### src/rtl/core/assert_macros.svh
// Assertion helpers shared by the RTL that carries checks.
// Each macro places one labeled concurrent assertion, clocked on the
// rising edge and disabled while reset is asserted.
`ifndef ASSERT_MACROS_SVH
`define ASSERT_MACROS_SVH

// The consequent must hold in the same cycle as the antecedent.
`define ASSERT_SAME_CYCLE(label, clk, rst_n, ante, cons, msg) \
    label: assert property (@(posedge clk) disable iff (!rst_n) (ante) |-> (cons)) \
        else $error(msg);

// The consequent must hold in the cycle after the antecedent.
`define ASSERT_NEXT_CYCLE(label, clk, rst_n, ante, cons, msg) \
    label: assert property (@(posedge clk) disable iff (!rst_n) (ante) |=> (cons)) \
        else $error(msg);

`endif

### src/rtl/core/fr_pkg.sv
`default_nettype none

package fr_pkg;

    // Fixed header geometry: magic, id high, id low, index, count.
    localparam int HEADER_BYTES = 5;

    // Default size of the reassembly store in bytes.
    localparam int BUFFER_BYTES_DEFAULT = 512;

    // Depth of the result queue in front of the output port.
    localparam int QUEUE_DEPTH = 3;

    // Operation selector carried with each input transaction.
    localparam logic OP_FRAGMENT = 1'b0;
    localparam logic OP_READ     = 1'b1;

    // Verdict on the fragment currently being received.
    typedef enum logic [1:0] {
        VERDICT_OK     = 2'd0,
        VERDICT_REJECT = 2'd1,
        VERDICT_SEQERR = 2'd2
    } verdict_t;

    // Status reported at the end of a fragment.
    typedef enum logic [1:0] {
        STATUS_ERROR      = 2'd0,
        STATUS_INCOMPLETE = 2'd1,
        STATUS_COMPLETE   = 2'd2
    } status_t;

    // One result transaction.
    typedef struct packed {
        logic       is_read;
        logic [7:0] read_data;
        logic [9:0] frame_len;
        status_t    status;
    } result_t;

endpackage

`default_nettype wire

### src/rtl/core/fr_store.sv
`default_nettype none

module fr_store
    import fr_pkg::*;
#(
    parameter int BUFFER_BYTES = BUFFER_BYTES_DEFAULT
)
(
    input  wire logic                            clk,
    input  wire logic                            rst_n,
    input  wire logic                            wr_en,
    input  wire logic [$clog2(BUFFER_BYTES)-1:0] wr_addr,
    input  wire logic [7:0]                      wr_data,
    input  wire logic                            rd_en,
    input  wire logic [$clog2(BUFFER_BYTES)-1:0] rd_addr,
    output logic      [7:0]                      rd_data
);

    logic [7:0] mem [BUFFER_BYTES];
    logic [7:0] q_reg;
    logic       hit_reg;

    // Synchronous write port and registered read port.
    always_ff @(posedge clk)
    begin
        if (wr_en)
        begin
            mem[wr_addr] <= wr_data;
        end
        if (rd_en)
        begin
            q_reg <= mem[rd_addr];
        end
    end

    // Marks a cycle in which the read register holds an answer.
    always_ff @(posedge clk or negedge rst_n)
    begin
        if (!rst_n)
        begin
            hit_reg <= 1'b0;
        end
        else
        begin
            hit_reg <= rd_en;
        end
    end

    // A read that missed the store, and every verdict, sees zero.
    assign rd_data = hit_reg ? q_reg : 8'd0;

endmodule

`default_nettype wire

### src/rtl/core/fr_ctrl.sv
`default_nettype none

module fr_ctrl
    import fr_pkg::*;
#(
    parameter int BUFFER_BYTES = BUFFER_BYTES_DEFAULT
)
(
    input  wire logic                            clk,
    input  wire logic                            rst_n,
    input  wire logic                            cfg_write,
    input  wire logic [7:0]                      cfg_data,
    input  wire logic                            item_accept,
    input  wire logic                            op,
    input  wire logic [7:0]                      data_byte,
    input  wire logic                            last_byte,
    input  wire logic [8:0]                      read_address,
    output logic                                 wr_en,
    output logic      [$clog2(BUFFER_BYTES)-1:0] wr_addr,
    output logic      [7:0]                      wr_data,
    output logic                                 rd_en,
    output logic      [$clog2(BUFFER_BYTES)-1:0] rd_addr,
    output logic                                 res_valid,
    output result_t                              res
);

    localparam int ADDR_W = $clog2(BUFFER_BYTES);
    localparam int LEN_W  = $clog2(BUFFER_BYTES + 1);
    localparam int CAP    = BUFFER_BYTES + HEADER_BYTES + 1;
    localparam int POS_W  = $clog2(CAP + 1);
    localparam int SUM_W  = POS_W + 1;

    logic [7:0]       magic_reg;
    logic [15:0]      frame_id_reg,  frame_id_next;
    logic [7:0]       next_idx_reg,  next_idx_next;
    logic [7:0]       total_reg,     total_next;
    logic [LEN_W-1:0] len_reg,       len_next;
    logic [POS_W-1:0] pos_reg,       pos_next;
    logic [31:0]      hdr_reg,       hdr_next;
    verdict_t         verdict_reg,   verdict_next;
    logic             res_valid_reg, res_valid_next;
    result_t          res_reg,       res_next;

    logic [31:0]      hdr_shift;
    logic [15:0]      hdr_id;
    logic [7:0]       hdr_idx;
    logic [7:0]       hdr_cnt;
    logic [POS_W-1:0] offset;
    logic [SUM_W-1:0] wr_pos;
    logic [POS_W-1:0] chunk;
    logic [LEN_W-1:0] room;
    logic [7:0]       idx_inc;

    // Frame sequencing and verdict for one accepted transaction.
    always_comb
    begin
        frame_id_next  = frame_id_reg;
        next_idx_next  = next_idx_reg;
        total_next     = total_reg;
        len_next       = len_reg;
        pos_next       = pos_reg;
        hdr_next       = hdr_reg;
        verdict_next   = verdict_reg;
        res_valid_next = 1'b0;
        res_next       = res_reg;
        wr_en          = 1'b0;
        wr_data        = data_byte;
        rd_en          = 1'b0;
        rd_addr        = ADDR_W'(read_address);

        hdr_shift = {hdr_reg[23:0], data_byte};
        hdr_id    = hdr_shift[31:16];
        hdr_idx   = hdr_shift[15:8];
        hdr_cnt   = hdr_shift[7:0];
        offset    = pos_reg - POS_W'(HEADER_BYTES);
        wr_pos    = SUM_W'(len_reg) + SUM_W'(offset);
        wr_addr   = ADDR_W'(wr_pos);
        chunk     = '0;
        room      = '0;
        idx_inc   = '0;

        if (item_accept && op == OP_READ)
        begin
            // Store read: the data joins the result in the following cycle.
            rd_en              = {23'd0, read_address} < 32'(BUFFER_BYTES);
            res_valid_next     = 1'b1;
            res_next.is_read   = 1'b1;
            res_next.read_data = 8'd0;
            res_next.frame_len = 10'd0;
            res_next.status    = STATUS_ERROR;
        end
        else if (item_accept)
        begin
            // Header bytes, then payload written at its place in the frame.
            if (pos_reg == '0)
            begin
                if (data_byte != magic_reg)
                begin
                    verdict_next = VERDICT_REJECT;
                end
            end
            else if (pos_reg < POS_W'(HEADER_BYTES))
            begin
                hdr_next = hdr_shift;
                if (pos_reg == POS_W'(HEADER_BYTES - 1) && verdict_reg == VERDICT_OK)
                begin
                    if (hdr_cnt == 8'd0 || hdr_idx >= hdr_cnt)
                    begin
                        verdict_next = VERDICT_REJECT;
                    end
                    else if (hdr_idx == 8'd0)
                    begin
                        frame_id_next = hdr_id;
                        next_idx_next = 8'd0;
                        total_next    = hdr_cnt;
                        len_next      = '0;
                    end
                    else if (frame_id_reg != hdr_id || total_reg != hdr_cnt ||
                             next_idx_reg != hdr_idx)
                    begin
                        len_next     = '0;
                        verdict_next = VERDICT_SEQERR;
                    end
                end
            end
            else if (verdict_reg == VERDICT_OK)
            begin
                wr_en = wr_pos < SUM_W'(BUFFER_BYTES);
            end

            if (pos_reg < POS_W'(CAP))
            begin
                pos_next = pos_reg + POS_W'(1);
            end

            // End of fragment: check the fit and give the verdict.
            if (last_byte)
            begin
                res_valid_next     = 1'b1;
                res_next.is_read   = 1'b0;
                res_next.read_data = 8'd0;
                res_next.frame_len = 10'd0;
                res_next.status    = STATUS_ERROR;
                chunk   = pos_next - POS_W'(HEADER_BYTES);
                room    = LEN_W'(BUFFER_BYTES) - len_next;
                idx_inc = next_idx_next + 8'd1;
                if (pos_next >= POS_W'(HEADER_BYTES) && verdict_next == VERDICT_OK)
                begin
                    if (SUM_W'(chunk) > SUM_W'(room))
                    begin
                        len_next = '0;
                    end
                    else
                    begin
                        len_next      = len_next + LEN_W'(chunk);
                        next_idx_next = idx_inc;
                        if (idx_inc == total_next)
                        begin
                            res_next.status    = STATUS_COMPLETE;
                            res_next.frame_len = 10'(len_next);
                        end
                        else
                        begin
                            res_next.status = STATUS_INCOMPLETE;
                        end
                    end
                end
                pos_next     = '0;
                hdr_next     = '0;
                verdict_next = VERDICT_OK;
            end
        end
    end

    // Magic register, frame state and the result valid flag.
    always_ff @(posedge clk or negedge rst_n)
    begin
        if (!rst_n)
        begin
            magic_reg     <= 8'd0;
            frame_id_reg  <= 16'd0;
            next_idx_reg  <= 8'd0;
            total_reg     <= 8'd0;
            len_reg       <= '0;
            pos_reg       <= '0;
            hdr_reg       <= 32'd0;
            verdict_reg   <= VERDICT_OK;
            res_valid_reg <= 1'b0;
        end
        else
        begin
            if (cfg_write)
            begin
                magic_reg <= cfg_data;
            end
            frame_id_reg  <= frame_id_next;
            next_idx_reg  <= next_idx_next;
            total_reg     <= total_next;
            len_reg       <= len_next;
            pos_reg       <= pos_next;
            hdr_reg       <= hdr_next;
            verdict_reg   <= verdict_next;
            res_valid_reg <= res_valid_next;
        end
    end

    // Result payload.
    always_ff @(posedge clk)
    begin
        res_reg <= res_next;
    end

    assign res_valid = res_valid_reg;
    assign res       = res_reg;

endmodule

`default_nettype wire

### src/rtl/core/fr_out_queue.sv
`default_nettype none

module fr_out_queue
    import fr_pkg::*;
(
    input  wire logic    clk,
    input  wire logic    rst_n,
    input  wire logic    push,
    input  wire result_t push_item,
    output logic         can_accept,
    output logic         out_valid,
    input  wire logic    out_ready,
    output result_t      head
);

    localparam int PTR_W = $clog2(QUEUE_DEPTH);
    localparam int CNT_W = $clog2(QUEUE_DEPTH + 1);

    result_t          entry_reg [QUEUE_DEPTH];
    logic [PTR_W-1:0] rd_ptr_reg, rd_ptr_next;
    logic [PTR_W-1:0] wr_ptr_reg, wr_ptr_next;
    logic [CNT_W-1:0] count_reg,  count_next;
    logic             pop;

    assign pop       = out_valid && out_ready;
    assign out_valid = count_reg != '0;
    assign head      = entry_reg[rd_ptr_reg];

    // Room for the result in flight plus one more transaction.
    assign can_accept = (CNT_W + 1)'(count_reg) + (CNT_W + 1)'(push)
                        < (CNT_W + 1)'(QUEUE_DEPTH);

    // Pointer and occupancy update.
    always_comb
    begin
        rd_ptr_next = rd_ptr_reg;
        wr_ptr_next = wr_ptr_reg;
        count_next  = count_reg;
        if (push)
        begin
            wr_ptr_next = (wr_ptr_reg == PTR_W'(QUEUE_DEPTH - 1)) ? '0
                                                                  : wr_ptr_reg + PTR_W'(1);
        end
        if (pop)
        begin
            rd_ptr_next = (rd_ptr_reg == PTR_W'(QUEUE_DEPTH - 1)) ? '0
                                                                  : rd_ptr_reg + PTR_W'(1);
        end
        case ({push, pop})
            2'b10:   count_next = count_reg + CNT_W'(1);
            2'b01:   count_next = count_reg - CNT_W'(1);
            default: count_next = count_reg;
        endcase
    end

    always_ff @(posedge clk or negedge rst_n)
    begin
        if (!rst_n)
        begin
            rd_ptr_reg <= '0;
            wr_ptr_reg <= '0;
            count_reg  <= '0;
        end
        else
        begin
            rd_ptr_reg <= rd_ptr_next;
            wr_ptr_reg <= wr_ptr_next;
            count_reg  <= count_next;
        end
    end

    // Queue entries.
    always_ff @(posedge clk)
    begin
        if (push)
        begin
            entry_reg[wr_ptr_reg] <= push_item;
        end
    end

endmodule

`default_nettype wire

### src/rtl/core/fragment_reassembler.sv
// Throughput: one input transaction per cycle while the result queue has room;
// every stage and the store port take one transaction a cycle, and a
// three-entry result queue absorbs output stalls. Reset is asynchronous and
// active low; it clears the frame state and the magic register, while the
// packet store holds no reset value.
`default_nettype none
`include "assert_macros.svh"

module fragment_reassembler
    import fr_pkg::*;
#(
    parameter int BUFFER_BYTES = BUFFER_BYTES_DEFAULT
)
(
    input  wire logic        clk,
    input  wire logic        rst_n,
    // Configuration: frame_magic.
    input  wire logic        cfg_valid,
    output logic             cfg_ready,
    input  wire logic [7:0]  cfg_data,
    // Input stream.
    input  wire logic        s_tvalid,
    output logic             s_tready,
    input  wire logic [23:0] s_tdata,   // data_byte[7:0], read_address[16:8], zero pad
    input  wire logic        s_tuser,   // op
    input  wire logic        s_tlast,   // last_byte
    // Output stream.
    output logic             m_tvalid,
    input  wire logic        m_tready,
    output logic      [23:0] m_tdata,   // status[1:0], frame_len[11:2],
                                        // read_data[19:12], zero pad
    output logic             m_tuser    // is_read_result
);

    localparam int ADDR_W = $clog2(BUFFER_BYTES);

    logic              item_accept;
    logic              wr_en;
    logic [ADDR_W-1:0] wr_addr;
    logic [7:0]        wr_data;
    logic              rd_en;
    logic [ADDR_W-1:0] rd_addr;
    logic [7:0]        rd_data;
    logic              res_valid;
    result_t           res;
    result_t           push_item;
    result_t           head;

    assign cfg_ready   = 1'b1;
    assign item_accept = s_tvalid && s_tready;

    // Frame sequencing and result generation.
    fr_ctrl #(
        .BUFFER_BYTES (BUFFER_BYTES)
    ) u_ctrl (
        .clk          (clk),
        .rst_n        (rst_n),
        .cfg_write    (cfg_valid && cfg_ready),
        .cfg_data     (cfg_data),
        .item_accept  (item_accept),
        .op           (s_tuser),
        .data_byte    (s_tdata[7:0]),
        .last_byte    (s_tlast),
        .read_address (s_tdata[16:8]),
        .wr_en        (wr_en),
        .wr_addr      (wr_addr),
        .wr_data      (wr_data),
        .rd_en        (rd_en),
        .rd_addr      (rd_addr),
        .res_valid    (res_valid),
        .res          (res)
    );

    // Packet store.
    fr_store #(
        .BUFFER_BYTES (BUFFER_BYTES)
    ) u_store (
        .clk     (clk),
        .rst_n   (rst_n),
        .wr_en   (wr_en),
        .wr_addr (wr_addr),
        .wr_data (wr_data),
        .rd_en   (rd_en),
        .rd_addr (rd_addr),
        .rd_data (rd_data)
    );

    // Merge the store read data into the result.
    always_comb
    begin
        push_item           = res;
        push_item.read_data = rd_data;
    end

    // Result queue in front of the output port.
    fr_out_queue u_queue (
        .clk        (clk),
        .rst_n      (rst_n),
        .push       (res_valid),
        .push_item  (push_item),
        .can_accept (s_tready),
        .out_valid  (m_tvalid),
        .out_ready  (m_tready),
        .head       (head)
    );

    assign m_tdata = {4'd0, head.read_data, head.frame_len, head.status};
    assign m_tuser = head.is_read;

    // A read transaction yields a read result in the next cycle.
    `ASSERT_NEXT_CYCLE(a_read_result, clk, rst_n, item_accept && s_tuser == OP_READ,
        res_valid && res.is_read, "read transaction produced no read result")

    // The last byte of a fragment yields a verdict in the next cycle.
    `ASSERT_NEXT_CYCLE(a_frag_verdict, clk, rst_n,
        item_accept && s_tuser == OP_FRAGMENT && s_tlast,
        res_valid && !res.is_read, "fragment end produced no verdict")

    // Read results carry no status and no length.
    `ASSERT_SAME_CYCLE(a_read_fields, clk, rst_n, m_tvalid && m_tuser,
        m_tdata[11:0] == 12'd0, "read result carries verdict fields")

    // A complete verdict never reports more than the store holds.
    `ASSERT_SAME_CYCLE(a_len_bound, clk, rst_n,
        res_valid && res.status == STATUS_COMPLETE,
        32'(res.frame_len) <= 32'(BUFFER_BYTES), "length beyond store size")

endmodule

`default_nettype wire
### config.mk
export PLATFORM = sky130hd
export DESIGN_NAME = fragment_reassembler
export DESIGN_NICKNAME = d
export VERILOG_FILES = /design/src/rtl/core/fr_pkg.sv /design/src/rtl/core/fr_store.sv /design/src/rtl/core/fr_ctrl.sv /design/src/rtl/core/fr_out_queue.sv /design/src/rtl/core/fragment_reassembler.sv
export VERILOG_INCLUDE_DIRS = /design/src /design/src/rtl/core
export SDC_FILE = /design/constraint.sdc
export NUM_CORES = 2
export LEC_CHECK = 0
export BUFFER_PORTS_ARGS = -buffer_cell sky130_fd_sc_hd__buf_2
export CORE_MARGIN = 2
export CORE_UTILIZATION = 35
export DETAILED_ROUTE_END_ITERATION = 12
export PLACE_DENSITY = 0.56
export SLEW_MARGIN = 20
export SYNTH_ARGS = -nofsm -noshare
export SYNTH_HDL_FRONTEND = slang
export SYNTH_HIERARCHICAL = 1
export SYNTH_MEMORY_MAX_BITS = 65536
export SYNTH_SLANG_ARGS = --single-unit
### constraint.sdc
create_clock -name clk -period 6.4 [get_ports clk]
set_clock_uncertainty 0.2 [all_clocks]
set_input_delay 0.96 -clock clk [delete_from_list [all_inputs] [get_ports clk]]
set_output_delay 0.96 -clock clk [all_outputs]
set_load 0.01 [all_outputs]
==> run_results.csv <==
group,metric,value,unit
sta,rsz0062_at_grt,"false",
clock_network,cts_resized,0,
worst_setup_path,setup.worst_path.end_class,"flip-flop",
global_route,grt_pass1_vias,88200,
finish,layout_commonest_cell,"edfxtp_1",
sta,postLayoutSetupSlackWorst,0.475,ns
place,placement.setup.worst_slack,0.399,ns
sta,holdWs,0.109,ns
routing,remaining_drc_errors,0,
clock_network,path_clk_slew,0.06,ns
routing,initialDrtViolationCount,9555,
sta,timing.final.hold_violations,0,
flow_run,max_cap_violation_count,0,
routing,count_of_antenna_violating_nets_left_after_detailed_routing,0,
worst_setup_path,critPathMaxFanout,16,
yosys,synth-warning-count,6,
place,place_congestion,0.862,
clock_network,ctsHtreeMaxLevel,5,
global_route,grt_pass1_wl,640,mm
finish,area_growth,13.2,%
power,intPower,47800,uW
finish,final_cell_mix,"edfxtp_1, mux2i_1, mux4_2, nor2_1, clkbuf_16",
worst_setup_path,critical_path.startpoint_type,"flip-flop",
worst_setup_path,critical_path.n_buffers_inverters,3,
routing,drt_first_pass_iters,6,
worst_setup_path,regToRegSetupSlack,0.47,ns
power,p_switching,16100,uW
sta,summed_negative_setup_slack_over_all_endpoints,0,ns
clock_network,clock_latency,1.01,ns
place,postPlaceCellArea,178000,sq um
sta,timing.final.crit_period,5.93,ns
worst_setup_path,worst_r2r_startpoint,"u_ctrl/pos_reg[0]$_DFFE_PN0P_",
routing,routed-via-count,87900,
worst_setup_path,crit_path_cell_trace,"inv_1 -> ha_1 -> inv_1 -> fa_1 -> a21o_1 -> a21oi_1 -> o21bai_1 -> a21oi_1 -> o21bai_1 -> a21oi_1 -> xnor2_1 -> buf_4 -> nor3b_1 -> nand2_1 -> nor2_1",
worst_setup_path,path_common_cell,"a21oi_1",
die,effective_utilization_at_floorplan,35.1,%
power,clock_power_share,39.5,%
sta,fmaxAchievable,0.169,GHz
yosys,synthesis.area_per_instance,19.1,sq um
hold_path,hold_start,"s_tdata[5]",
worst_setup_path,worstSetupPathType,"flip-flop to flip-flop",
power,ir_worst_vdd,0.364,mV
die,floorplan.io_pins,67,
power,total_power_per_unit_cell_area,332,nW/um^2
hold_path,worst_hold_path.num_cells,3,
power,cellLeakagePower,0.0616,uW
finish,post_route_cells_drive_above_1_share,18.0,%
worst_setup_path,worst_path_dominant_cell_family,"simple AND/OR/NAND/NOR gates",
die,die_span_y,701,um
worst_setup_path,worst_ep_required_time,6.80,ns
die,fp-row-count,256,
die,chipWidth,701,um
routing,routed_wire_length_per_instance,28.0,um
routing,avgViaCountPerCell,5.49,
sta,final_max_slew_viol_count,0,
clock_network,cts_made_buffers,437,
sta,worstMarginPinSlew,1.18,ns
worst_setup_path,reg2regPathDepth,15,
die,core-area,485000,sq um
finish,largest_register_ffs,4096,
global_route,grt.overflow.total,0,
place,buffer_ports.inserted,54,
worst_setup_path,worst_reg2reg_endpoint,"u_store/mem[126][2]$_DFFE_PP_",
outcome,run_status,"complete, no violations",
hold_path,hold-path-endpoint,"u_ctrl/total_reg[5]$_DFFE_PN0P_",
routing,wirelength,449,mm
place,post-dp-hpwl,276,mm
power,power.sequential.fraction,48.8,%
worst_setup_path,delay_of_the_slowest_critical_path_stage,0.87,ns
finish,finish.net_count,9269,
clock_network,cts_sink_cnt,4274,
power,power.switching_fraction,25.2,%
global_route,grt.total_usage,17.7,%
clock_network,clk_buf_depth,4,
yosys,synth_area,170000,sq um
clock_network,clock_tree_from_tritoncts,"done",
sta,worst_slew_margin_rel,21.3,%
clock_network,cts.root.buffer_cell,"clkbuf_16",
die,design.die.area,492000,sq um
yosys,syn-instance-count,8915,
global_route,grt_max_degree,185,
worst_setup_path,timing.critical_path.arrival,6.32,ns
finish,finalInstanceArea,193000,sq um
hold_path,worstHoldPathType,"input port to flip-flop",
power,post-layout-total-power,63900,uW
worst_setup_path,worst_path_slowest_cell,"nor2_1",
power,pwr-share-comb,11.7,%
global_route,antenna_found_initial,22,
sta,period_share,92.6,%
sta,setup-violations-final,0,
==> stage by stage <==
step / std cells / util (%)
finish: 16000 / 39.7
CTS: 16000 / 39.7
global placement: 15200 / 36.7
global route: 16000 / 39.7
floorplan: 8918 / -
detailed placement: 15200 / 36.7
==> timing repair <==
item / CTS / global route
endpoints found under the setup margin: 0 / 0
hold endpoints to repair: 57 / 0
hold buffers: 11 / 0
buffers inserted: 0 / 0
==> layer usage <==
| metal | wire length, um | share of wire [%] | vias up | track usage (%) |
|---|---|---|---|---|
| met5 | 74 | 0.016 | - | 0 |
| met4 | 11000 | 2.4 | 10 | 4.44 |
| met3 | 33500 | 7.5 | 539 | 2.94 |
| met2 | 215000 | 48 | 3429 | 29.0 |
| met1 | 189000 | 42 | 46700 | 24.7 |
| li1 | - | - | 37200 | - |
==> worst max-delay path by stage <==
| stage | start | to | slack [ns] | cells past startpoint |
|---|---|---|---|---|
| global route | u_ctrl/pos_reg[0]$_DFFE_PN0P_ | u_store/mem[477][6]$_DFFE_PP_ | 0.09 | 14 |
| finish | u_ctrl/pos_reg[0]$_DFFE_PN0P_ | u_store/mem[126][2]$_DFFE_PP_ | 0.47 | 15 |
| detailed placement | s_tdata[5] | u_ctrl/next_idx_reg[1]$_DFFE_PN0P_ | 0.40 | 23 |
| CTS | u_ctrl/pos_reg[0]$_DFFE_PN0P_ | u_store/mem[477][6]$_DFFE_PP_ | 0.42 | 16 |
| floorplan | s_tdata[1] | u_ctrl/next_idx_reg[1]$_DFFE_PN0P_ | 0.36 | 22 |
| global placement | s_tdata[5] | u_ctrl/next_idx_reg[1]$_DFFE_PN0P_ | 0.24 | 25 |
==> worst reg2reg max path, stage by stage (launching register included) <==
cell and delay, ns:
dfrtp_1 0.49, inv_1 0.18, ha_1 0.33, inv_1 0.08, fa_1 0.43, a21o_1 0.20, a21oi_1 0.21, o21bai_1 0.09
a21oi_1 0.24, o21bai_1 0.12, a21oi_1 0.18, xnor2_1 0.20, buf_4 0.25, nor3b_1 0.73, nand2_1 0.72, nor2_1 0.88
==> power by group through the flow <==
stage          logic, uW  registers, uW  clock network (uW)
3_3_place_gp        7390          31700                   0
2_1_floorplan       4310          31700                   0
3_5_place_dp        7420          31700                   0
6_report            7460          31200               25300
5_1_grt             7930          31200               26800
4_1_cts             7460          31200               25700
==> final cells by class <==
| cell class | count | area (sq um) |
|---|---|---|
| Antenna cell | 7 | 17.5 |
| Clock buffer | 540 | 11500 |
| Fill cell | 43200 | 292000 |
| Timing Repair Buffer | 400 | 3650 |
| Clock inverter | 271 | 2750 |
| Sequential cell | 4274 | 128000 |
| Tap cell | 6450 | 8070 |
| Inverter | 37 | 146 |
| Multi-Input combinational cell | 4031 | 38700 |
Power figures use the tool's default switching activity.
